===== src/hdl/assert_macros.svh =====
// ----------------------------------------------------------------------------
// assertion macros shared by the rtl files
// ----------------------------------------------------------------------------
`ifndef ASSERT_MACROS_SVH
`define ASSERT_MACROS_SVH

// antecedent implies consequent in the same cycle
`define ASSERT_IMPLIES(label, ck, rn, ante, cons) \
    label: assert property (@(posedge ck) disable iff (!rn) (ante) |-> (cons)) \
        else $error("implication check failed");

// antecedent implies consequent in the next cycle
`define ASSERT_NEXT(label, ck, rn, ante, cons) \
    label: assert property (@(posedge ck) disable iff (!rn) (ante) |=> (cons)) \
        else $error("next-cycle check failed");

// condition must never hold
`define ASSERT_NEVER(label, ck, rn, expr) \
    label: assert property (@(posedge ck) disable iff (!rn) !(expr)) \
        else $error("forbidden condition seen");

`endif


===== src/hdl/bce_pkg.sv =====
// ----------------------------------------------------------------------------
// bce_pkg
// shared widths, the charge curve and the queue word of the charge estimator
// ----------------------------------------------------------------------------
package bce_pkg;

    localparam int SAMPLE_BITS  = 10;
    localparam int RAW_W        = SAMPLE_BITS + 1;
    localparam int MV_W         = 13;
    localparam int PCT_W        = 7;
    localparam int TABLE_POINTS = 13;
    localparam int IDX_W        = $clog2(TABLE_POINTS);

    // 600 mV reference, x4 input gain, x2 divider
    localparam int MV_SCALE     = 600 * 4 * 2;
    localparam int FULL_SCALE   = (1 << SAMPLE_BITS) - 1;
    localparam int PROD_W       = SAMPLE_BITS + $clog2(MV_SCALE + 1);

    localparam int SEG_W        = 8;   // widest segment is 135 mV
    localparam int SPAN_W       = 4;   // widest segment spans 10 percent
    localparam int NUM_W        = SEG_W + SPAN_W;
    localparam int QUO_W        = 4;   // quotient never exceeds the span

    localparam int QDEPTH       = 8;
    localparam int QPTR_W       = $clog2(QDEPTH);
    localparam int QCNT_W       = $clog2(QDEPTH + 1);

    localparam logic [PCT_W-1:0] PCT_MAX = PCT_W'(100);

    localparam logic [MV_W-1:0] CURVE_MV [TABLE_POINTS] = '{
        13'd3300, 13'd3414, 13'd3503, 13'd3535, 13'd3560, 13'd3602, 13'd3642,
        13'd3698, 13'd3783, 13'd3871, 13'd3963, 13'd4065, 13'd4200
    };

    localparam logic [PCT_W-1:0] CURVE_PCT [TABLE_POINTS] = '{
        7'd0, 7'd5, 7'd15, 7'd20, 7'd25, 7'd35, 7'd45,
        7'd55, 7'd65, 7'd75, 7'd85, 7'd95, 7'd100
    };

    typedef enum logic [1:0] {
        CLS_BELOW  = 2'd0,
        CLS_INSIDE = 2'd1,
        CLS_ABOVE  = 2'd2
    } seg_class_t;

    typedef struct packed {
        logic [MV_W-1:0]  mv;
        logic             neg;
        seg_class_t       cls;
        logic [IDX_W-1:0] idx;   // upper point of the segment
    } q_entry_t;

endpackage


===== src/hdl/bce_front.sv =====
// ----------------------------------------------------------------------------
// bce_front
// accepts samples, scales them to millivolts and classifies the curve segment
// ----------------------------------------------------------------------------
module bce_front
    import bce_pkg::*;
(
    input  logic                    clk,
    input  logic                    rst_n,
    input  logic                    start,
    output logic                    busy,
    input  logic signed [RAW_W-1:0] raw_sample,
    input  logic [QCNT_W-1:0]       q_count,
    output logic                    push,
    output q_entry_t                push_word
);

    logic              f1_valid_reg, f2_valid_reg, f3_valid_reg;
    logic [PROD_W-1:0] f1_prod_reg, f2_prod_reg;
    logic              f1_neg_reg, f2_neg_reg, f3_neg_reg;
    logic [MV_W-1:0]   f2_est_reg, f3_mv_reg;

    logic              accept;
    logic [PROD_W-1:0] prod_next;
    logic [PROD_W:0]   est_sum;
    logic [MV_W-1:0]   est_next;
    logic [PROD_W-1:0] rem;
    logic [MV_W-1:0]   mv_next;
    logic [1:0]        inflight;
    logic [QCNT_W:0]   credit_used;
    seg_class_t        cls;
    logic [IDX_W-1:0]  idx;

    // each word in flight may still need a queue slot
    assign inflight    = 2'(f1_valid_reg) + 2'(f2_valid_reg) + 2'(f3_valid_reg);
    assign credit_used = (QCNT_W+1)'(q_count) + (QCNT_W+1)'(inflight);
    assign busy        = credit_used >= (QCNT_W+1)'(QDEPTH);
    assign accept      = start && !busy;

    assign prod_next = raw_sample[RAW_W-1] ? '0 :
                       PROD_W'(raw_sample[SAMPLE_BITS-1:0]) * PROD_W'(MV_SCALE);

    // x / (2^n - 1) estimated from below by x * (1 + 2^-n + 2^-2n) / 2^n
    assign est_sum  = (PROD_W+1)'(f1_prod_reg)
                    + (PROD_W+1)'(f1_prod_reg >> SAMPLE_BITS)
                    + (PROD_W+1)'(f1_prod_reg >> (2 * SAMPLE_BITS));
    assign est_next = MV_W'(est_sum >> SAMPLE_BITS);

    // estimate is at most one low
    assign rem     = f2_prod_reg - (PROD_W'(f2_est_reg) << SAMPLE_BITS)
                   + PROD_W'(f2_est_reg);
    assign mv_next = f2_est_reg + MV_W'(rem >= PROD_W'(FULL_SCALE));

    always_comb
    begin
        idx = IDX_W'(TABLE_POINTS - 1);
        for (int i = TABLE_POINTS - 1; i >= 1; i--)
        begin
            if (f3_mv_reg <= CURVE_MV[i])
            begin
                idx = IDX_W'(i);
            end
        end
        if (f3_mv_reg < CURVE_MV[0])
        begin
            cls = CLS_BELOW;
        end
        else if (f3_mv_reg > CURVE_MV[TABLE_POINTS-1])
        begin
            cls = CLS_ABOVE;
        end
        else
        begin
            cls = CLS_INSIDE;
        end
    end

    assign push          = f3_valid_reg;
    assign push_word.mv  = f3_mv_reg;
    assign push_word.neg = f3_neg_reg;
    assign push_word.cls = cls;
    assign push_word.idx = idx;

    always_ff @(posedge clk or negedge rst_n)
    begin
        if (!rst_n)
        begin
            f1_valid_reg <= 1'b0;
            f2_valid_reg <= 1'b0;
            f3_valid_reg <= 1'b0;
        end
        else
        begin
            f1_valid_reg <= accept;
            f2_valid_reg <= f1_valid_reg;
            f3_valid_reg <= f2_valid_reg;
        end
    end

    always_ff @(posedge clk)
    begin
        f1_prod_reg <= prod_next;
        f1_neg_reg  <= raw_sample[RAW_W-1];
        f2_prod_reg <= f1_prod_reg;
        f2_est_reg  <= est_next;
        f2_neg_reg  <= f1_neg_reg;
        f3_mv_reg   <= mv_next;
        f3_neg_reg  <= f2_neg_reg;
    end

endmodule


===== src/hdl/bce_queue.sv =====
// ----------------------------------------------------------------------------
// bce_queue
// small register queue between the classifying front and the arithmetic back
// ----------------------------------------------------------------------------
`include "assert_macros.svh"

module bce_queue
    import bce_pkg::*;
(
    input  logic              clk,
    input  logic              rst_n,
    input  logic              push,
    input  q_entry_t          push_word,
    output logic              pop,
    output q_entry_t          pop_word,
    output logic [QCNT_W-1:0] count
);

    q_entry_t            mem_reg [QDEPTH];
    logic [QPTR_W-1:0]   wr_ptr_reg, rd_ptr_reg;
    logic [QCNT_W-1:0]   count_reg, count_next;

    // the back never stalls, so any stored word leaves at once
    assign pop      = count_reg != '0;
    assign pop_word = mem_reg[rd_ptr_reg];
    assign count    = count_reg;

    always_comb
    begin
        count_next = count_reg;
        if (push && !pop)
        begin
            count_next = count_reg + 1'b1;
        end
        else if (pop && !push)
        begin
            count_next = count_reg - 1'b1;
        end
    end

    always_ff @(posedge clk or negedge rst_n)
    begin
        if (!rst_n)
        begin
            wr_ptr_reg <= '0;
            rd_ptr_reg <= '0;
            count_reg  <= '0;
        end
        else
        begin
            count_reg <= count_next;
            if (push)
            begin
                wr_ptr_reg <= wr_ptr_reg + 1'b1;
            end
            if (pop)
            begin
                rd_ptr_reg <= rd_ptr_reg + 1'b1;
            end
        end
    end

    always_ff @(posedge clk)
    begin
        if (push)
        begin
            mem_reg[wr_ptr_reg] <= push_word;
        end
    end

    `ASSERT_NEVER(q_no_overflow, clk, rst_n, push && !pop && count_reg == QCNT_W'(QDEPTH))
    `ASSERT_IMPLIES(q_empty_ptrs, clk, rst_n, count_reg == '0, wr_ptr_reg == rd_ptr_reg)

endmodule


===== src/hdl/bce_back.sv =====
// ----------------------------------------------------------------------------
// bce_back
// interpolates inside the segment with a pipelined restoring divider; outside the curve it gives 0 or 100 percent
// ----------------------------------------------------------------------------
`include "assert_macros.svh"

module bce_back
    import bce_pkg::*;
(
    input  logic             clk,
    input  logic             rst_n,
    input  logic             pop,
    input  q_entry_t         pop_word,
    output logic             done,
    output logic [MV_W-1:0]  battery_mv,
    output logic [PCT_W-1:0] charge_percent,
    output logic             sample_negative
);

    typedef struct packed {
        logic [MV_W-1:0]  mv;
        logic             neg;
        seg_class_t       cls;
        logic [PCT_W-1:0] lo_pct;
        logic [SEG_W-1:0] width;
    } carry_t;

    logic              b1_valid_reg;
    carry_t            b1_car_reg;
    logic [SEG_W-1:0]  b1_diff_reg;
    logic [SPAN_W-1:0] b1_span_reg;

    logic              dv_valid_reg [QUO_W+1];
    carry_t            dv_car_reg   [QUO_W+1];
    logic [NUM_W-1:0]  dv_rem_reg   [QUO_W+1];
    logic [QUO_W-1:0]  dv_quo_reg   [QUO_W+1];
    logic [NUM_W-1:0]  dv_rem_next  [QUO_W];
    logic [QUO_W-1:0]  dv_quo_next  [QUO_W];

    logic              out_valid_reg;
    logic [MV_W-1:0]   out_mv_reg;
    logic [PCT_W-1:0]  out_pct_reg, pct_next;
    logic              out_neg_reg;

    logic [MV_W-1:0]   lo_mv;
    logic [IDX_W-1:0]  lo_idx;
    carry_t            car_next;
    logic [NUM_W-1:0]  num_next;

    assign lo_idx          = pop_word.idx - 1'b1;
    assign lo_mv           = CURVE_MV[lo_idx];
    assign car_next.mv     = pop_word.mv;
    assign car_next.neg    = pop_word.neg;
    assign car_next.cls    = pop_word.cls;
    assign car_next.lo_pct = CURVE_PCT[lo_idx];
    assign car_next.width  = SEG_W'(CURVE_MV[pop_word.idx] - lo_mv);

    // rounded numerator: offset times span plus half the width
    assign num_next = NUM_W'(b1_diff_reg) * NUM_W'(b1_span_reg)
                    + NUM_W'(b1_car_reg.width >> 1);

    always_comb
    begin
        for (int s = 0; s < QUO_W; s++)
        begin
            dv_rem_next[s] = dv_rem_reg[s];
            dv_quo_next[s] = dv_quo_reg[s];
            if (dv_rem_reg[s] >= (NUM_W'(dv_car_reg[s].width) << (QUO_W - 1 - s)))
            begin
                dv_rem_next[s] = dv_rem_reg[s]
                               - (NUM_W'(dv_car_reg[s].width) << (QUO_W - 1 - s));
                dv_quo_next[s] = dv_quo_reg[s] | (QUO_W'(1) << (QUO_W - 1 - s));
            end
        end
    end

    always_comb
    begin
        case (dv_car_reg[QUO_W].cls)
            CLS_INSIDE: pct_next = dv_car_reg[QUO_W].lo_pct + PCT_W'(dv_quo_reg[QUO_W]);
            CLS_ABOVE:  pct_next = PCT_MAX;
            default:    pct_next = '0;
        endcase
    end

    always_ff @(posedge clk or negedge rst_n)
    begin
        if (!rst_n)
        begin
            b1_valid_reg  <= 1'b0;
            out_valid_reg <= 1'b0;
            for (int s = 0; s <= QUO_W; s++)
            begin
                dv_valid_reg[s] <= 1'b0;
            end
        end
        else
        begin
            b1_valid_reg    <= pop;
            dv_valid_reg[0] <= b1_valid_reg;
            for (int s = 0; s < QUO_W; s++)
            begin
                dv_valid_reg[s+1] <= dv_valid_reg[s];
            end
            out_valid_reg <= dv_valid_reg[QUO_W];
        end
    end

    always_ff @(posedge clk)
    begin
        b1_car_reg    <= car_next;
        b1_diff_reg   <= SEG_W'(pop_word.mv - lo_mv);
        b1_span_reg   <= SPAN_W'(CURVE_PCT[pop_word.idx] - CURVE_PCT[lo_idx]);
        dv_car_reg[0] <= b1_car_reg;
        dv_rem_reg[0] <= num_next;
        dv_quo_reg[0] <= '0;
        for (int s = 0; s < QUO_W; s++)
        begin
            dv_car_reg[s+1] <= dv_car_reg[s];
            dv_rem_reg[s+1] <= dv_rem_next[s];
            dv_quo_reg[s+1] <= dv_quo_next[s];
        end
        out_mv_reg  <= dv_car_reg[QUO_W].mv;
        out_neg_reg <= dv_car_reg[QUO_W].neg;
        out_pct_reg <= pct_next;
    end

    assign done            = out_valid_reg;
    assign battery_mv      = out_mv_reg;
    assign charge_percent  = out_pct_reg;
    assign sample_negative = out_neg_reg;

    `ASSERT_IMPLIES(pct_in_range, clk, rst_n, done, charge_percent <= PCT_MAX)
    `ASSERT_IMPLIES(neg_reads_zero, clk, rst_n, done && sample_negative, battery_mv == '0 && charge_percent == '0)

endmodule


===== src/hdl/battery_charge_estimator.sv =====
// ----------------------------------------------------------------------------
// battery_charge_estimator
// converter sample to battery millivolts and interpolated state of charge
// ----------------------------------------------------------------------------
//  channel   handshake        payload
//  input     start / busy     raw_sample
//  result    done (strobe)    battery_mv, charge_percent, sample_negative
//
//  one sample a cycle while busy is low; from the accepting edge to done there are
//  eleven register stages in all: three scaling stages, queue slot, segment
//  lookup, numerator, four divider steps and the output register
//  busy only rises if the queue credit runs out, which the never-stalling
//  back end keeps from happening; reset clears all valid state at once
// ----------------------------------------------------------------------------
module battery_charge_estimator
    import bce_pkg::*;
(
    input  logic                    clk,
    input  logic                    rst_n,
    input  logic                    start,
    output logic                    busy,
    input  logic signed [RAW_W-1:0] raw_sample,
    output logic                    done,
    output logic [MV_W-1:0]         battery_mv,
    output logic [PCT_W-1:0]        charge_percent,
    output logic                    sample_negative
);

    logic              push, pop;
    q_entry_t          push_word, pop_word;
    logic [QCNT_W-1:0] q_count;

    bce_front u_front (
        .clk        (clk),
        .rst_n      (rst_n),
        .start      (start),
        .busy       (busy),
        .raw_sample (raw_sample),
        .q_count    (q_count),
        .push       (push),
        .push_word  (push_word)
    );

    bce_queue u_queue (
        .clk       (clk),
        .rst_n     (rst_n),
        .push      (push),
        .push_word (push_word),
        .pop       (pop),
        .pop_word  (pop_word),
        .count     (q_count)
    );

    bce_back u_back (
        .clk             (clk),
        .rst_n           (rst_n),
        .pop             (pop),
        .pop_word        (pop_word),
        .done            (done),
        .battery_mv      (battery_mv),
        .charge_percent  (charge_percent),
        .sample_negative (sample_negative)
    );

endmodule

===== config.mk =====
export PLATFORM = sky130hd
export DESIGN_NAME = battery_charge_estimator
export DESIGN_NICKNAME = d
export VERILOG_FILES = /design/src/hdl/bce_pkg.sv /design/src/hdl/bce_front.sv /design/src/hdl/bce_queue.sv /design/src/hdl/bce_back.sv /design/src/hdl/battery_charge_estimator.sv
export VERILOG_INCLUDE_DIRS = /design/src /design/src/hdl
export SDC_FILE = /design/constraint.sdc
export NUM_CORES = 1
export LEC_CHECK = 0
export ABC_CLOCK_PERIOD_IN_PS = 3500
export BUFFER_PORTS_ARGS = -buffer_cell sky130_fd_sc_hd__buf_2
export CAP_MARGIN = 10
export CORE_UTILIZATION = 57
export DETAILED_ROUTE_END_ITERATION = 7
export PLACE_DENSITY = 0.76
export SLEW_MARGIN = 20
export SYNTH_ARGS = -nofsm -noshare
export SYNTH_HDL_FRONTEND = slang
export SYNTH_SLANG_ARGS = --single-unit

===== constraint.sdc =====
create_clock -name clk -period 3.5 [get_ports clk]
set_input_delay 0 -clock clk [delete_from_list [all_inputs] [get_ports clk]]
set_output_delay 0 -clock clk [all_outputs]
set_load 0.03 [all_outputs]

# Word level (Yosys, flattened, before mapping)
# Memory sizes are Yosys's and may differ from the RTL's.
# Index checks and enable logic that the tools add are counted.
# totals
reg_bits	159
mem_bits_ro	640
output_inout_bits	23
memories	8
mem_bits_rw	395
in_bits	14
word_cells	130
# mem_list
memory	words	word_bits	rd	rd_ports_with_merged_regs	write_ports	line_no	source
(name not given)	16	13	1	0	0	bce_back.sv:56	assign car_next.width = SEG_W'(CURVE_MV[pop_word.idx] - lo_mv);
(name not given)	16	13	1	0	0	bce_back.sv:51	assign lo_mv = CURVE_MV[lo_idx];
u_queue.mem_reg	8	20	1	0	1	bce_queue.sv:19	q_entry_t mem_reg [QDEPTH];
u_back.dv_car_reg	5	31	5	0	5	bce_back.sv:34	carry_t dv_car_reg [QUO_W+1];
(name not given)	16	7	1	0	0	bce_back.sv:55	assign car_next.lo_pct = CURVE_PCT[lo_idx];
(name not given)	16	7	1	0	0	bce_back.sv:113	b1_span_reg <= SPAN_W'(CURVE_PCT[pop_word.idx] - CURVE_PCT[lo_idx]);
2 more memories	--	--	--	--	--	--	
# classes
mux	34
eq_ne	2
n_mul	2
reduce_logical	8
n_lt_le_gt_ge	21
bitwise_logic	2
addsub	22
# ops
op	n
13-bit by 12-bit <= comparator with 1-bit output (second input constant)	11
4-bit two-way mux	15
12-bit two-way mux	4
23-bit by 13-bit adder with 23-bit output	2
8-bit two-way mux	4
23-bit by 3-bit adder with 23-bit output	1
23-bit by 10-bit greater-or-equal comparator with 1-bit output (second input constant)	1
23-bit subtractor	1
10-bit by 7-bit multiplier with 17-bit output (second input constant)	1
8-bit subtractor	2
7-bit two-way mux	2
7-bit case mux with 2 select lines	1
13-bit by 1-bit adder with 13-bit output	1
13-bit > comparator (second input constant)	1
13-bit by 12-bit less-than comparator with 1-bit output (second input constant)	1
12-bit by 7-bit adder with 12-bit output	1
12-bit by 10-bit greater-or-equal comparator with 1-bit output	1
12-bit by 11-bit greater-or-equal comparator with 1-bit output	1
12-bit by 8-bit greater-or-equal comparator with 1-bit output	1
12-bit by 9-bit greater-or-equal comparator with 1-bit output	1
8-bit by 4-bit multiplier with 12-bit output	1
12-bit by 10-bit subtractor with 12-bit output	1
12-bit by 11-bit subtractor with 12-bit output	1
12-bit by 8-bit subtractor with 12-bit output	1
21 further kinds	34

# Longest topological paths before layout
# depth
ltp_word	12
ltp_mapped	20
ltp_nobuf	19

# By module
# From an unflattened synthesis, not the netlist that was laid out.
# unflattened
cells_unflattened	1819
area_unflattened_um2	22292.6
# by_module_without_submodules
module	area_each_um2	n_inst	seq_area_each_um2	cells_each
bce_back	9990.8	1	5560.3	877
bce_queue	6770.2	1	5054.8	296
bce_front	5531.6	1	1336.3	646

# Worst setup path after synthesis
# No wires, ideal clock.
# synth_timing
path_kind	register -> register
from	reg u_front.f2_est_reg[11]
to	reg u_front.f3_mv_reg[12]
stages_incl_launch_ff	21
synth_period_minus_slack_ns	3.921
arrival_time_ns	3.802
slack_ns	-0.421
path_cell_list	dfxtp_1 > inv_1 > fa_1 > inv_1 > ha_1 > clkbuf_1 > nand3_1 > and2_1 > o2111a_1 > o31ai_1 > nand2_1 > a21oi_1 > mux2i_1 > nor4b_1 > nand4_1 > ha_1 > ha_1 > nand3_1 > nor3_1 > nand3_1 > xnor2_1
# synth_between
elab_chain_cells	4
# synth_rtl
element	line_no	source
start: declaration	bce_front.sv:21	logic [MV_W-1:0] f2_est_reg, f3_mv_reg;
start signal: assignment	bce_front.sv:105	f2_est_reg <= est_next;
23-bit subtractor	bce_front.sv:50	assign rem = f2_prod_reg - (PROD_W'(f2_est_reg) << SAMPLE_BITS)
23-bit by 13-bit adder with 23-bit output	bce_front.sv:51	+ PROD_W'(f2_est_reg);
23-bit by 10-bit greater-or-equal comparator with 1-bit output	bce_front.sv:52	assign mv_next = f2_est_reg + MV_W'(rem >= PROD_W'(FULL_SCALE));
13-bit by 1-bit adder with 13-bit output (*)	bce_front.sv:52	
via u_front.mv_next[12]	bce_front.sv:28	logic [MV_W-1:0] mv_next;
end signal: assignment	bce_front.sv:107	f3_mv_reg <= mv_next;
end: declaration	bce_front.sv:21	
# The timed path passes the listed nets; every way through them passes the cells marked *.
# A chain may end at the register's enable or synchronous reset.

# Final worst setup path
# layout_timing
from	reg u_front.f2_est_reg[10]
to	reg u_front.f3_mv_reg[7]
# layout_between
elab_chain_cells	4
# layout_rtl
element	line_no
23-bit subtractor	bce_front.sv:50
23-bit by 13-bit adder with 23-bit output (*)	bce_front.sv:51
23-bit by 10-bit greater-or-equal comparator with 1-bit output (*)	bce_front.sv:52
13-bit by 1-bit adder with 13-bit output (*)	bce_front.sv:52
via u_front.mv_next[7]	bce_front.sv:28
# Marks and branches as above.

==> qor.csv <==
metric,value,unit
status,finished with violations,
violations,negative setup slack,
critPathSlowestCell,fa_1,
grt_max_degree,22,
vias,14001,
grt_usage,23.70,%
viasPerCell,5.433,
clkTransAtPathRegs,0.06,ns
crit_required,4.01,ns
die_h,197.3,um
slew_headroom,40.52,%
crit_path_end_kind,flop,
postLayoutSetupSlackWorst,-0.3117,ns
clock_skew,0.02323,ns
rsz0062_at_grt,true,
num-nets-final,2258,
r2r_slack,-0.31,ns
cts_max_level,2,
core,37580,um2
path_class,flop to flop,
post-route-drc-count,0,
dieArea,38930,um2
worstPathMaxFanout,6,
setup_viol,16,
yosys.cell_types.count,67,
ant_nets,0,
dp_slack,-0.3813,ns
hp-class,input pin to flop,
worst_pin_slew,0.8843,ns
maxCapViolations,0,
async_flop_share,3.906,%
mostFrequentLayoutCell,dfxtp_1,
first_global_vias,14321,
yosys_register_bits,512,
std_cell_rows,71,
syn_nets,2020,
synthFlopType,dfxtp_1,
area_delta_synth_final,21.55,%
grt_first_pass_wirelength,72410,um
cts_sinks,512,
largest_register_ffs,160,
synth-warning-count,0,
dr.pass1.iters,5,
final_cell_mix,"dfxtp_1 (320), inv_1 (168), buf_4 (162)",
synth_cells,1785,
cts_buffer_depth,3,
synth-edff-count,160,
die_x,197.3,um
gp_congestion,0.8904,
cts_root_buffer,clkbuf_16,
diodes,0,
start_kind,flop,
overflow,0,
synth_top_area_share,30.57,%
yosys.area.top_type,dfxtp_1,
min_period,3.812,ns
io-pin-count,37,
synth-seq-area-share,54.97,%
cp_cell_sequence,inv_2 > fa_1 > inv_2 > ha_4 > buf_4 > o21a_1 > nor2_1 > o221ai_1 > nor4_1 > and3_1 > o31a_1 > nand4_1 > nor4b_2 > nand4_1 > ha_2 > and3_4 > nand3_4 > buf_6 > buf_6 > xnor2_1,
max_stage_delay,0.51,ns
worstPathArrival,4.32,ns
wire_per_inst,17.58,um
dr.first_iter.drc_count,1115,
synth_area,21740,um2
port_buffers,36,
period_share,108.9,%
cts_buffers,51,
max_clock_freq,262.4,MHz
antenna_found_initial,0,
hpwl,29900,um
tritoncts,yes,
postSynthAreaPerCell,12.18,um2
drv_slew,0,
routed_wl,45310,um
synth_area_leaders,"dfxtp_1 (31%), edfxtp_1 (22%), ha_1 (10%)",
hold_viol,0,
start_util,57.86,%
final_layout_size_suffix_gt1_share,24.64,%
clkLatencyLatePin,0.59,ns
-- critical path: cells and delay by family, from the launching register on --
kind / cells / cell delay, ns
AOI/OAI and AO/OA: 3 / 0.43
xor gates and xnor gates: 1 / 0.11
adders and majority gates: 3 / 1.04
buffers and inverters: 5 / 0.41
DFF: 1 / 0.33
and+or+nand+nor: 8 / 1.40
-- final cells by class --
cell class,instances,area [um2]
Clock buffer,74,1531
Clock inverter,22,296.5
Fill cell,2537,11150
Inverter,186,704.4
Multi-Input combinational cell,1046,9554
Sequential cell,512,11980
Tap cell,511,639.4
Timing Repair Buffer,226,1727
-- synth_stat cells, drive strengths merged, types with 8 or more instances --
cell	count
o31ai	8
fa	41
or3	10
a21boi	10
dfrtp	20
inv	185
o21bai	19
o21a	14
a31oi	18
mux2i	14
mux2	24
a21o	36
mux4	40
nor2	92
o21ai	51
nor3	21
and2	21
nor2b	20
nand2b	21
buf	20
xnor2	62
clkbuf	21
xor2	32
a21oi	103
nand4	12
and3	12
dfxtp	332
nand2	87
nand3	22
ha	180
edfxtp	160
-- routing by layer --
layer / track usage, % / part of all wire (%) / vias up
met3: 3.842 / 4.9 / 73
met5: 0 / 0 / -
li1: - / - / 6729
met4: 6.604 / 2.1 / 0
met1: 28.82 / 41 / 6788
met2: 43.22 / 52 / 411
-- cells by family (layout without fill, tap and decap cells) --
| kind of cell | after synthesis | in the layout | synth area share [%] |
|---|---|---|---|
| flip-flops | 512 | 512 | 54.97 |
| XOR/XNOR | 94 | 94 | 3.873 |
| buffers and inverters | 227 | 508 | 4.045 |
| AND/OR/NAND/NOR | 348 | 348 | 7.907 |
| multiplexers | 78 | 78 | 6.203 |
| AO/OA/AOI/OAI | 305 | 305 | 8.873 |
| adder cells (fa/ha/maj) | 221 | 221 | 14.13 |
-- path summary, 6_finish.rpt --
| kind | from | end | depth (start not counted) |
|---|---|---|---|
| min in group asynchronous | rst_n | u_queue.rd_ptr_reg[2] | 3 |
| min | raw_sample[8] | u_front.f1_prod_reg[22] | 5 |
| max | u_front.f2_est_reg[10] | u_front.f3_mv_reg[7] | 20 |
| max in group asynchronous | rst_n | u_queue.rd_ptr_reg[1] | 3 |
| min reg2reg | u_back.dv_car_reg[0][39] | u_back.dv_car_reg[0][70] | 0 |
| max reg2reg | u_front.f2_est_reg[10] | u_front.f3_mv_reg[7] | 20 |
-- through the flow --
stage | setup TNS [ns] | hold WS [ns] | instances | utilization (%) | area, um2
finish | -2.559 | 0.01345 | 2577 | 70.33 | 26430
CTS | -1.475 | 0.002968 | 2556 | 69.30 | 26040
detailed placement | -4.576 | -0.03266 | 2437 | 63.10 | 23710
floorplan | -0.06165 | -0.2956 | 1785 | - | 21990
global route | -4.984 | 0.02308 | 2577 | 70.33 | 26430
global placement | -2.521 | -0.03649 | 2437 | 63.10 | 23710
-- what timing repair did --
item | in CTS | in global routing
resized for setup | 63 | 55
hold endpoints to repair | 39 | 0
setup endpoints to repair | 24 | 23
hold buffers | 8 | 0
buffers inserted | 15 | 21
pin swaps | 45 | 56
Power is not shown: default switching activity piles up to over one toggle a cycle in this logic, so the estimate is an artifact.
